[config.mk]
export PLATFORM = sky130hd
export DESIGN_NAME = kmp_occurrence_counter_core
export DESIGN_NICKNAME = d
export VERILOG_FILES = /design/src/design/kmpoc_pkg.sv /design/src/design/kmp_occurrence_counter_core.sv /design/src/design/kmpoc_ctrl.sv /design/src/design/kmpoc_dp.sv
export VERILOG_INCLUDE_DIRS = /design/src /design/src/design
export SDC_FILE = /design/constraint.sdc
export NUM_CORES = 1
export LEC_CHECK = 0
export BUFFER_PORTS_ARGS = -buffer_cell sky130_fd_sc_hd__buf_2
export CAP_MARGIN = 20
export CELL_PAD_IN_SITES_DETAIL_PLACEMENT = 2
export CELL_PAD_IN_SITES_GLOBAL_PLACEMENT = 2
export CORE_MARGIN = 2
export CORE_UTILIZATION = 48
export DETAILED_ROUTE_END_ITERATION = 16
export PLACE_DENSITY_LB_ADDON = 0.1
export REMOVE_ABC_BUFFERS = 1
export SYNTH_ARGS = -nofsm -noshare
export SYNTH_HDL_FRONTEND = slang
export SYNTH_SLANG_ARGS = --single-unit
[constraint.sdc]
create_clock -name i_clk -period 6.4 [get_ports i_clk]
set_input_delay 0.32 -clock i_clk [delete_from_list [all_inputs] [get_ports i_clk]]
set_output_delay 0.32 -clock i_clk [all_outputs]
set_load 0.01 [all_outputs]
[src/design/kmp_occurrence_counter_core_defines.svh]
// assertion macros for the kmp occurrence counter
// used by the top level; clock i_clk and reset i_rst_n are fixed here
`ifndef KMP_OCCURRENCE_COUNTER_CORE_DEFINES_SVH
`define KMP_OCCURRENCE_COUNTER_CORE_DEFINES_SVH

// same-cycle implication
`define KMP_ASSERT_IMP(lbl, ante, cons) \
    lbl: assert property (@(posedge i_clk) disable iff (!i_rst_n) (ante) |-> (cons)) \
        else $error("kmp assertion failed");

// next-cycle implication
`define KMP_ASSERT_NXT(lbl, ante, cons) \
    lbl: assert property (@(posedge i_clk) disable iff (!i_rst_n) (ante) |=> (cons)) \
        else $error("kmp assertion failed");

`endif

[src/design/kmpoc_pkg.sv]
// shared types and constants for the kmp occurrence counter
// no dependencies
package kmpoc_pkg;

    localparam int BYTE_W      = 8;
    localparam int OUT_COUNT_W = 16;

    // controller to datapath
    typedef struct packed {
        logic accept;
        logic step;
        logic load_out;
    } t_dp_cmd;

    // datapath to controller
    typedef struct packed {
        logic quick;
        logic cmp_last;
        logic out_free;
    } t_dp_status;

endpackage

[src/design/kmp_occurrence_counter_core.sv]
// channel | handshake          | payload
// in      | i_valid / o_ready  | i_action, i_byte_value, i_first
// out     | o_valid / i_ready  | o_match_here, o_match_count, o_pattern_full
//
// a pattern byte goes straight to the done state when the store is empty or
// full, as does text with an empty pattern; otherwise the compare state
// follows failure links one at a time, set by the single read port of each memory
// reset is synchronous, active low; the memories are not cleared
// a finished result waits in the output register, and the next item is
// taken meanwhile; it stalls only if its own result is ready before that
// top level of the kmp occurrence counter; depends on kmpoc_pkg, kmpoc_ctrl,
// kmpoc_dp and kmp_occurrence_counter_core_defines.svh
`include "kmp_occurrence_counter_core_defines.svh"

module kmp_occurrence_counter_core #(
    parameter int PATTERN_MAX = 64,
    parameter int COUNT_BITS  = 16
) (
    input  logic                                i_clk,
    input  logic                                i_rst_n,
    input  logic                                i_valid,
    output logic                                o_ready,
    input  logic                                i_action,
    input  logic [kmpoc_pkg::BYTE_W-1:0]        i_byte_value,
    input  logic                                i_first,
    output logic                                o_valid,
    input  logic                                i_ready,
    output logic                                o_match_here,
    output logic [kmpoc_pkg::OUT_COUNT_W-1:0]   o_match_count,
    output logic                                o_pattern_full
);

    kmpoc_pkg::t_dp_cmd    w_cmd;
    kmpoc_pkg::t_dp_status w_status;

    kmpoc_ctrl u_ctrl (
        .i_clk    (i_clk),
        .i_rst_n  (i_rst_n),
        .i_valid  (i_valid),
        .o_ready  (o_ready),
        .i_status (w_status),
        .o_cmd    (w_cmd)
    );

    kmpoc_dp #(
        .PATTERN_MAX (PATTERN_MAX),
        .COUNT_BITS  (COUNT_BITS)
    ) u_dp (
        .i_clk          (i_clk),
        .i_rst_n        (i_rst_n),
        .i_cmd          (w_cmd),
        .o_status       (w_status),
        .i_action       (i_action),
        .i_byte_value   (i_byte_value),
        .i_first        (i_first),
        .i_out_ready    (i_ready),
        .o_out_valid    (o_valid),
        .o_match_here   (o_match_here),
        .o_match_count  (o_match_count),
        .o_pattern_full (o_pattern_full)
    );

    `KMP_ASSERT_IMP(a_result_kind, o_valid, !(o_match_here && o_pattern_full))
    `KMP_ASSERT_NXT(a_busy_after_accept, i_valid && o_ready, !o_ready)
    `KMP_ASSERT_NXT(a_load_shows_result, w_cmd.load_out, o_valid)

endmodule

[src/design/kmpoc_ctrl.sv]
// controller state machine for the kmp occurrence counter
// depends on kmpoc_pkg
module kmpoc_ctrl (
    input  logic                   i_clk,
    input  logic                   i_rst_n,
    input  logic                   i_valid,
    output logic                   o_ready,
    input  kmpoc_pkg::t_dp_status  i_status,
    output kmpoc_pkg::t_dp_cmd     o_cmd
);

    localparam logic [1:0] ST_IDLE = 2'd0;
    localparam logic [1:0] ST_CMP  = 2'd1;
    localparam logic [1:0] ST_DONE = 2'd2;

    logic [1:0] r_state;
    logic [1:0] n_state;

    always_comb begin
        n_state        = r_state;
        o_cmd.accept   = 1'b0;
        o_cmd.step     = 1'b0;
        o_cmd.load_out = 1'b0;
        o_ready        = 1'b0;
        case (r_state)
            ST_IDLE: begin
                o_ready = 1'b1;
                if (i_valid) begin
                    o_cmd.accept = 1'b1;
                    n_state      = i_status.quick ? ST_DONE : ST_CMP;
                end
            end
            ST_CMP: begin
                o_cmd.step = 1'b1;
                if (i_status.cmp_last) begin
                    n_state = ST_DONE;
                end
            end
            ST_DONE: begin
                if (i_status.out_free) begin
                    o_cmd.load_out = 1'b1;
                    n_state        = ST_IDLE;
                end
            end
            default: begin
                n_state = ST_IDLE;
            end
        endcase
    end

    always_ff @(posedge i_clk) begin
        if (!i_rst_n) begin
            r_state <= ST_IDLE;
        end else begin
            r_state <= n_state;
        end
    end

endmodule

[src/design/kmpoc_dp.sv]
// datapath for the kmp occurrence counter: pattern and failure memories,
// match progress, count and the output register; depends on kmpoc_pkg
module kmpoc_dp #(
    parameter int PATTERN_MAX = 64,
    parameter int COUNT_BITS  = 16
) (
    input  logic                                i_clk,
    input  logic                                i_rst_n,
    input  kmpoc_pkg::t_dp_cmd                  i_cmd,
    output kmpoc_pkg::t_dp_status               o_status,
    input  logic                                i_action,
    input  logic [kmpoc_pkg::BYTE_W-1:0]        i_byte_value,
    input  logic                                i_first,
    input  logic                                i_out_ready,
    output logic                                o_out_valid,
    output logic                                o_match_here,
    output logic [kmpoc_pkg::OUT_COUNT_W-1:0]   o_match_count,
    output logic                                o_pattern_full
);

    localparam int LW = $clog2(PATTERN_MAX + 1);
    localparam int IW = $clog2(PATTERN_MAX);

    logic [kmpoc_pkg::BYTE_W-1:0] mem_store [PATTERN_MAX];
    logic [LW-1:0]                mem_fail  [PATTERN_MAX];

    logic [LW-1:0]                r_len, n_len;
    logic [LW-1:0]                r_prog, n_prog;
    logic [LW-1:0]                r_last_fail, n_last_fail;
    logic [LW-1:0]                r_k, n_k;
    logic [COUNT_BITS-1:0]        r_count, n_count;
    logic                         r_hit, n_hit;
    logic                         r_full, n_full;
    logic [kmpoc_pkg::BYTE_W-1:0] r_byte;
    logic                         r_is_text;
    logic [kmpoc_pkg::BYTE_W-1:0] r_store_q;
    logic [LW-1:0]                r_fail_q;

    logic                         r_out_valid;
    logic                         r_out_hit;
    logic [kmpoc_pkg::OUT_COUNT_W-1:0] r_out_count;
    logic                         r_out_full;

    logic                         w_we;
    logic [IW-1:0]                w_waddr;
    logic [kmpoc_pkg::BYTE_W-1:0] w_wbyte;
    logic [LW-1:0]                w_wfail;
    logic [LW-1:0]                w_km1;
    logic [LW-1:0]                w_eff_len;
    logic [LW-1:0]                w_eff_prog;
    logic [LW-1:0]                w_k_fin;
    logic                         w_match;
    logic                         w_last;

    assign w_eff_len  = (!i_action && i_first) ? '0 : r_len;
    assign w_eff_prog = i_first ? '0 : r_prog;
    assign w_match    = (r_store_q == r_byte);
    assign w_last     = w_match || (r_k == '0);
    assign w_k_fin    = w_match ? (r_k + LW'(1)) : '0;
    assign w_km1      = n_k - LW'(1);

    assign o_status.quick    = i_action ? (r_len == '0)
                             : ((w_eff_len == '0) || (w_eff_len >= LW'(PATTERN_MAX)));
    assign o_status.cmp_last = w_last;
    assign o_status.out_free = !r_out_valid || i_out_ready;

    always_comb begin
        n_len       = r_len;
        n_prog      = r_prog;
        n_last_fail = r_last_fail;
        n_k         = r_k;
        n_count     = r_count;
        n_hit       = r_hit;
        n_full      = r_full;
        w_we        = 1'b0;
        w_waddr     = r_len[IW-1:0];
        w_wbyte     = r_byte;
        w_wfail     = w_k_fin;
        if (i_cmd.accept) begin
            n_hit  = 1'b0;
            n_full = 1'b0;
            if (!i_action) begin
                n_len = w_eff_len;
                if (i_first) begin
                    n_prog = '0;
                end
                n_k = r_last_fail;
                if (w_eff_len >= LW'(PATTERN_MAX)) begin
                    n_full = 1'b1;
                end else if (w_eff_len == '0) begin
                    // first byte of a pattern has no prefix to match
                    w_we        = 1'b1;
                    w_waddr     = '0;
                    w_wbyte     = i_byte_value;
                    w_wfail     = '0;
                    n_len       = LW'(1);
                    n_last_fail = '0;
                end
            end else begin
                if (i_first) begin
                    n_count = '0;
                    n_prog  = '0;
                end
                n_k = w_eff_prog;
            end
        end else if (i_cmd.step) begin
            if (!w_last) begin
                // follow the failure link
                n_k = r_fail_q;
            end else if (!r_is_text) begin
                w_we        = 1'b1;
                n_len       = r_len + LW'(1);
                n_last_fail = w_k_fin;
            end else if (w_k_fin == r_len) begin
                n_hit  = 1'b1;
                n_prog = r_last_fail;
                if (r_count != '1) begin
                    n_count = r_count + COUNT_BITS'(1);
                end
            end else begin
                n_prog = w_k_fin;
            end
        end
    end

    // memories: one write and one registered read each per cycle
    always_ff @(posedge i_clk) begin
        if (w_we) begin
            mem_store[w_waddr] <= w_wbyte;
            mem_fail[w_waddr]  <= w_wfail;
        end
        r_store_q <= mem_store[n_k[IW-1:0]];
        r_fail_q  <= mem_fail[w_km1[IW-1:0]];
    end

    always_ff @(posedge i_clk) begin
        if (!i_rst_n) begin
            r_len       <= '0;
            r_prog      <= '0;
            r_last_fail <= '0;
            r_count     <= '0;
            r_out_valid <= 1'b0;
        end else begin
            r_len       <= n_len;
            r_prog      <= n_prog;
            r_last_fail <= n_last_fail;
            r_count     <= n_count;
            if (i_cmd.load_out) begin
                r_out_valid <= 1'b1;
            end else if (i_out_ready) begin
                r_out_valid <= 1'b0;
            end
        end
    end

    always_ff @(posedge i_clk) begin
        r_k   <= n_k;
        r_hit <= n_hit;
        r_full <= n_full;
        if (i_cmd.accept) begin
            r_byte    <= i_byte_value;
            r_is_text <= i_action;
        end
        if (i_cmd.load_out) begin
            r_out_hit   <= r_hit;
            r_out_count <= kmpoc_pkg::OUT_COUNT_W'(r_count);
            r_out_full  <= r_full;
        end
    end

    assign o_out_valid    = r_out_valid;
    assign o_match_here   = r_out_hit;
    assign o_match_count  = r_out_count;
    assign o_pattern_full = r_out_full;

endmodule

== Word-level counts from Yosys, hierarchy flattened ==
Memory sizes are Yosys's and may differ from the RTL's. A register that Yosys moved wholly into a read port is not among the register bits.
Index checks and enable logic that the tools add are counted.
Widths: inputs -> output; s select.

* RAM bits: 960
* Memories: 2
* Bits of input ports: 14
* Bits in registers: 76

* Reductions and logical operators: 22
* Add/subtract/negate cells: 4
* Multiplexer cells: 70
* Eq/ne operators: 14
* $lt $le $gt $ge: 1

{| class="wikitable"
|+ Memories
! memory !! depth !! width !! rd ports !! clocked after memory_dff !! wr ports !! RTL line !! RTL
|-
| u_dp.mem_store || 64 || 8 || 1 || 1 || 1 || kmpoc_dp.sv:24 || <nowiki>logic [kmpoc_pkg::BYTE_W-1:0] mem_store [PATTERN_MAX];</nowiki>
|-
| u_dp.mem_fail || 64 || 7 || 1 || 1 || 1 || kmpoc_dp.sv:25 || <nowiki>logic [LW-1:0] mem_fail [PATTERN_MAX];</nowiki>
|}

{| class="wikitable"
|+ Operator list
! cell !! number
|-
| $mux 7 || 30
|-
| $mux 16 || 8
|-
| $mux 8 || 4
|-
| $mux 6 || 4
|-
| $logic_not 7->1 || 3
|-
| $mux 1 || 19
|-
| $add 16x1->16 const B || 1
|-
| $ne 16x16->1 const B || 1
|-
| $add 7x1->7 const B || 2
|-
| $ne 2x2->1 const B || 6
|-
| $reduce_bool 2->1 || 6
|-
| $eq 8x8->1 || 1
|-
| $mux 2 || 4
|-
| $reduce_and 4->1 || 2
|-
| $eq 7x7->1 || 1
|-
| $ge 7x7->1 const B || 1
|-
| $reduce_and 7->1 || 1
|-
| $ne 2x1->1 const B || 3
|-
| $pmux 2 s3 || 1
|-
| $reduce_and 3->1 || 2
|-
| $reduce_and 6->1 || 1
|-
| $sub 6x1->6 const B || 1
|-
| $logic_or 1x1->1 || 3
|-
| $eq 2x1->1 const B || 1
|-
| 4 further kinds || 5
|}

== Depth between registers and ports, before layout ==
* Depth after elaboration: 10
* Gate-level depth with buffers: 17
* Mapped depth without buffers: 11

== Modules after synthesis ==
Synthesis repeated with hierarchy kept, for this count alone.

* Cell total of the unflattened synthesis: 3,355
* Area, all modules: 42,928.7 µm²

{| class="wikitable"
|+ Modules (own cells, without submodules)
! module !! area an instance (µm²) !! seq. area each (µm²) !! times used !! cells each
|-
| kmpoc_dp || 42,799.8 || 30,899.6 || 1 || 3,340
|-
| kmpoc_ctrl || 128.9 || 40.0 || 1 || 15
|}

== Least setup slack after synthesis ==
Ideal clock, no wire load.

* Path kind: reg-to-reg
* From: register u_dp.r_len[5]
* To: memory u_dp.mem_fail[0][3] (netlist name) (data pin)
* Arrival: 3.760 ns
* Stages on the path, launching flop included: 8
* Required time: 5.719 ns
* Slack: 1.959 ns
* Path buffers: 2
* Cells stage by stage: dfxtp_1 > clkbuf_1 > nor2_1 > nor4b_1 > a21oi_1 > nor3_1 > clkbuf_1 > nor3_1

* Longest elaborated chain between the ends: 6
* Elaborated cells between the ends (all ways): 7
* Classes of those cells: 1 x order compare; 5 x mux; 1 x reduce/logical

{| class="wikitable"
|+ Ends and longest elaborated chain
! element !! RTL line !! RTL
|-
| start, declared || kmpoc_dp.sv:27 || <nowiki>logic [LW-1:0] r_len, n_len;</nowiki>
|-
| start signal, assigned || kmpoc_dp.sv:144 || <nowiki>r_len <= n_len;</nowiki>
|-
| $mux 7 * || kmpoc_dp.sv:55 || <nowiki>assign w_eff_len = (!i_action && i_first) ? '0 : r_len;</nowiki>
|-
| branches (longest 2 deep; another with $ge 7x7->1) || n/a ||
|-
| $mux 7 * || kmpoc_dp.sv:88 || <nowiki>if (w_eff_len >= LW'(PATTERN_MAX)) begin</nowiki>
|-
| $mux 7 * || kmpoc_dp.sv:82 || <nowiki>if (!i_action) begin</nowiki>
|-
| $mux 7 * || kmpoc_dp.sv:79 || <nowiki>if (i_cmd.accept) begin</nowiki>
|-
| via u_dp.w_wfail[3] || kmpoc_dp.sv:47 || <nowiki>logic [LW-1:0] w_wfail;</nowiki>
|-
| end, declared || kmpoc_dp.sv:25 ||
|}

Mark *: on every way through the listed nets, which the timed path passes.

== Final worst setup path ==
* From: register u_dp.r_byte[7] (netlist name)
* To: register u_dp.r_fail_q[4] (read register of u_dp.mem_fail)

* Longest elaborated chain between the ends: 6

{| class="wikitable"
|+ Ends and longest elaborated chain
! element !! RTL line !! RTL
|-
| start, declared || kmpoc_dp.sv:34 || <nowiki>logic [kmpoc_pkg::BYTE_W-1:0] r_byte;</nowiki>
|-
| start signal, assigned || kmpoc_dp.sv:161 || <nowiki>r_byte <= i_byte_value;</nowiki>
|-
| $eq 8x8->1 || kmpoc_dp.sv:57 || <nowiki>assign w_match = (r_store_q == r_byte);</nowiki>
|-
| $logic_or 1x1->1 || kmpoc_dp.sv:58 || <nowiki>assign w_last = w_match || (r_k == '0);</nowiki>
|-
| $mux 7 || kmpoc_dp.sv:107 || <nowiki>if (!w_last) begin</nowiki>
|-
| $mux 7 || kmpoc_dp.sv:106 || <nowiki>end else if (i_cmd.step) begin</nowiki>
|-
| $mux 7 || kmpoc_dp.sv:79 ||
|-
| $sub 6x1->6 || kmpoc_dp.sv:60 || <nowiki>assign w_km1 = n_k - LW'(1);</nowiki>
|-
| end, declared || kmpoc_dp.sv:37 || <nowiki>logic [LW-1:0] r_fail_q;</nowiki>
|}

Every way passes these cells.
A chain may end at the register's enable or synchronous reset.

==> impl_metrics.env <==
export IMPL_synth_top_area_share=0.715
export IMPL_outcome="complete, no violations"
export IMPL_slowest_stage="nor2_1"
export IMPL_seqCellArea_um2=30900
export IMPL_cp_max_fo=72
export IMPL_fmax_mhz=183
export IMPL_crit_path_end_kind="register"
export IMPL_path_cells="xnor2_1 -> nand4_1 -> nor2_1 -> a221oi_4 -> buf_4 -> ha_4 -> buf_12 -> mux4_2 -> mux2i_1 -> mux2i_1 -> mux2i_1 -> mux2i_1"
export IMPL_grt_pass1_vias=26136
export IMPL_fill_cells=7434
export IMPL_hp_start="i_first"
export IMPL_antenna_cells=0
export IMPL_ant_nets=0
export IMPL_period_minus_slack_ns=5.47
export IMPL_fp_dieW_um=298
export IMPL_slew_violations=0
export IMPL_cp_required_ns=6.93
export IMPL_setup_violations_final=0
export IMPL_grt_overflow=0
export IMPL_synth_cell_area_um2=41600
export IMPL_first_iter_violations=2557
export IMPL_synth_area_top_cells="edfxtp_1 71%, mux4_2 8.7%, mux2i_1 3.2%"
export IMPL_setup_slack_ns=0.926
export IMPL_multiInputGateArea_um2=10000
export IMPL_final_hold_viol_count=0
export IMPL_syn2layout_area_growth_pct=13.2
export IMPL_dp_hpwl_um=78600
export IMPL_grtUsageTotal=0.296
export IMPL_placed_area_um2=43500
export IMPL_finalWirelength_um=130000
export IMPL_maxSlewHeadroom=0.211
export IMPL_rr_endpoint="u_dp.r_fail_q[4]"
export IMPL_crit_arrival_ns=6.01
export IMPL_htreeDepth=3
export IMPL_r2r_start="u_dp.r_byte[7]"
export IMPL_post_route_period_util=0.855
export IMPL_ys_warn_count=0
export IMPL_cts_tree="done"
export IMPL_pre_cts_ws_ns=1.08
export IMPL_vias=23736
export IMPL_leakage_nw=15.8
export IMPL_maxCapViolCount=0
export IMPL_grt_max_degree=104
export IMPL_cts_path_max_buffers=3
export IMPL_worst_r2r_cell_count=12
export IMPL_fin_skew_ns=0.0231
export IMPL_cp_top_family="multiplexers"
export IMPL_worst_slew_pin_slew_ns=1.18
export IMPL_powerDensity_nw_per_um2=363
export IMPL_wire_per_inst_um=34.4
export IMPL_vdd_drop_max_mv=0.278
export IMPL_port_buffer_count=33
export IMPL_grt_pass1_wl_um=189000
export IMPL_grt_setup_unrepaired="false"
export IMPL_ys_seq_area_frac=0.745
export IMPL_layout_nets=2582
export IMPL_whs_ns=0.0640
export IMPL_gp_congestion=0.860
export IMPL_yosys_register_bits=1051
export IMPL_fp_dieH_um=298
export IMPL_start_util=0.486
export IMPL_fin_area_um2=47000
export IMPL_dieArea_um2=88900
export IMPL_ys_flop_type="edfxtp_1"
export IMPL_insertion_delay_ns=0.70
export IMPL_synth_edf_count=989
export IMPL_core_area_um2=85400
export IMPL_ioPinCount=34
export IMPL_cpMostUsedCell="mux2i_1"
export IMPL_avgSynthCellArea_um2=17.1
export IMPL_root_buffer="clkbuf_16"
export IMPL_layout_commonest_cell="edfxtp_1"
export IMPL_antenna_found_initial=2
export IMPL_final_cell_mix="989 x edfxtp_1, 327 x nand2_1, 160 x mux4_2"
export IMPL_yosysUniqueCellTypes=67
export IMPL_syn_inst=2423
export IMPL_drive_above_1_share=0.190
export IMPL_vias_per_cell=6.25
export IMPL_first_pass_iters=5
export IMPL_critPathBufInv=2
export IMPL_min_to="u_dp.r_full"
export IMPL_critPathMaxStageDelay_ns=0.77
export IMPL_r2r_slack_ns=0.93
export IMPL_yosys_area_top_type="edfxtp_1"
export IMPL_clk_pin_slew_worst_paths_ns=0.06
export IMPL_crit_type="register to register"
export IMPL_clkSinkCount=1051
export IMPL_numCtsBuffers=109
export IMPL_setup_worst_path_start_class="register"
export IMPL_holdPathStages=2
export IMPL_min_path_type="input port to register"
export IMPL_async_flop_share=0
export IMPL_rows=107
export IMPL_drc=0
[cell type report]
cell class	count	area share
tap	1144	0.0304
sequential	1051	0.658
inverter	16	0.00168
multi-input combinational	1228	0.213
clock buffer	147	0.0617
clock inverter	55	0.00961
timing repair buffer	156	0.0251
[worst register-to-register path, stage by stage, from the launching register on]
cell and delay (ns):
edfxtp_1 0.50, xnor2_1 0.25, nand4_1 0.40, nor2_1 0.77, a221oi_4 0.24, buf_4 0.30, ha_4 0.73, buf_12 0.49
mux4_2 0.51, mux2i_1 0.42, mux2i_1 0.19, mux2i_1 0.36, mux2i_1 0.16
[power breakdown]
group	switching [mW]	total [mW]	internal, mW
Combinational	2.17	3.26	1.09
Clock	2.72	6.11	3.38
Sequential	0.0871	7.73	7.64
[metrics by stage]
step / TNS (ns) / power [mW] / std cells / utilization
2_1_floorplan: -16.49 / 9.92 / 2295 / -
3_3_place_gp: 0 / 11.0 / 3583 / 0.510
3_5_place_dp: 0 / 11.1 / 3583 / 0.510
4_1_cts: 0 / 17.2 / 3794 / 0.550
5_1_grt: 0 / 17.6 / 3797 / 0.550
6_report: 0 / 17.1 / 3797 / 0.550
[how the worst max path moves through the flow]
stage	cells after the start	slack (ns)	end	start
floorplan	10	-1.29	u_dp.r_fail_q[0]	u_ctrl.r_state[1]
global placement	12	1.26	u_dp.r_fail_q[4]	u_dp.r_byte[7]
detailed placement	12	1.08	u_dp.r_fail_q[4]	u_dp.r_byte[7]
CTS	12	0.99	u_dp.r_fail_q[4]	u_dp.r_byte[7]
global route	12	0.78	u_dp.r_fail_q[4]	u_dp.r_byte[7]
finish	12	0.93	u_dp.r_fail_q[4]	u_dp.r_byte[7]
[kinds of logic after synthesis]
| group | synth area share |
|---|---|
| AOI/OAI and AO/OA | 0.0427 |
| xor gates and xnor gates | 0.00744 |
| adders and majority gates | 0.00181 |
| buffers and inverters | 0.0181 |
| DFF | 0.745 |
| muxes | 0.119 |
| and+or+nand+nor | 0.0663 |
[synthesized netlist by cell type (4+ instances only)]
master and n:
xnor2_1 24, ha_1 6, a22o_1 8, dfxtp_1 62
a32oi_1 25, mux4_2 160, a21oi_1 95, o32ai_1 4
nand4_1 11, nor3_1 30, o21a_1 5, buf_2 29
buf_4 27, nor2_1 104, nand2b_1 6, and2_1 14
and3_1 8, nand3_1 96, buf_6 5, mux2i_1 133
nor2b_1 15, inv_1 12, a221oi_1 16, buf_1 4
a21boi_0 4, o21ai_0 29, nand2_1 335, edfxtp_1 989
clkbuf_1 61, a2111oi_0 16, or3_1 4, a311oi_1 8
a31oi_1 27
[metal layers]
layer	vias to the layer above	wire, um	GRT usage
met4	0	4600	0.102
met3	218	7640	0.0413
met2	896	64900	0.498
li1	9815	-	-
met1	12807	53300	0.398
met5	-	0	0
[sequential cells by signal (all words and copies together), names as in the netlist, 2 cells and up]
signal / count
u_dp.r_fail_q: 7
u_dp.r_count: 16
u_dp.r_last_fail: 7
u_dp.mem_fail: 448
u_dp.r_byte: 8
u_dp.o_match_count: 16
u_dp.r_len: 7
u_ctrl.r_state: 2
u_dp.r_prog: 7
u_dp.r_store_q: 8
u_dp.r_k: 7
u_dp.mem_store: 512
[timing repair]
item / 4_1_cts / 5_1_grt
setup buffers: 0 / 0
endpoints found under the hold margin: 9 / 0
hold buffers: 9 / 0
gates resized for setup: 0 / 0
No activity file was read; power rests on OpenSTA's default activity.
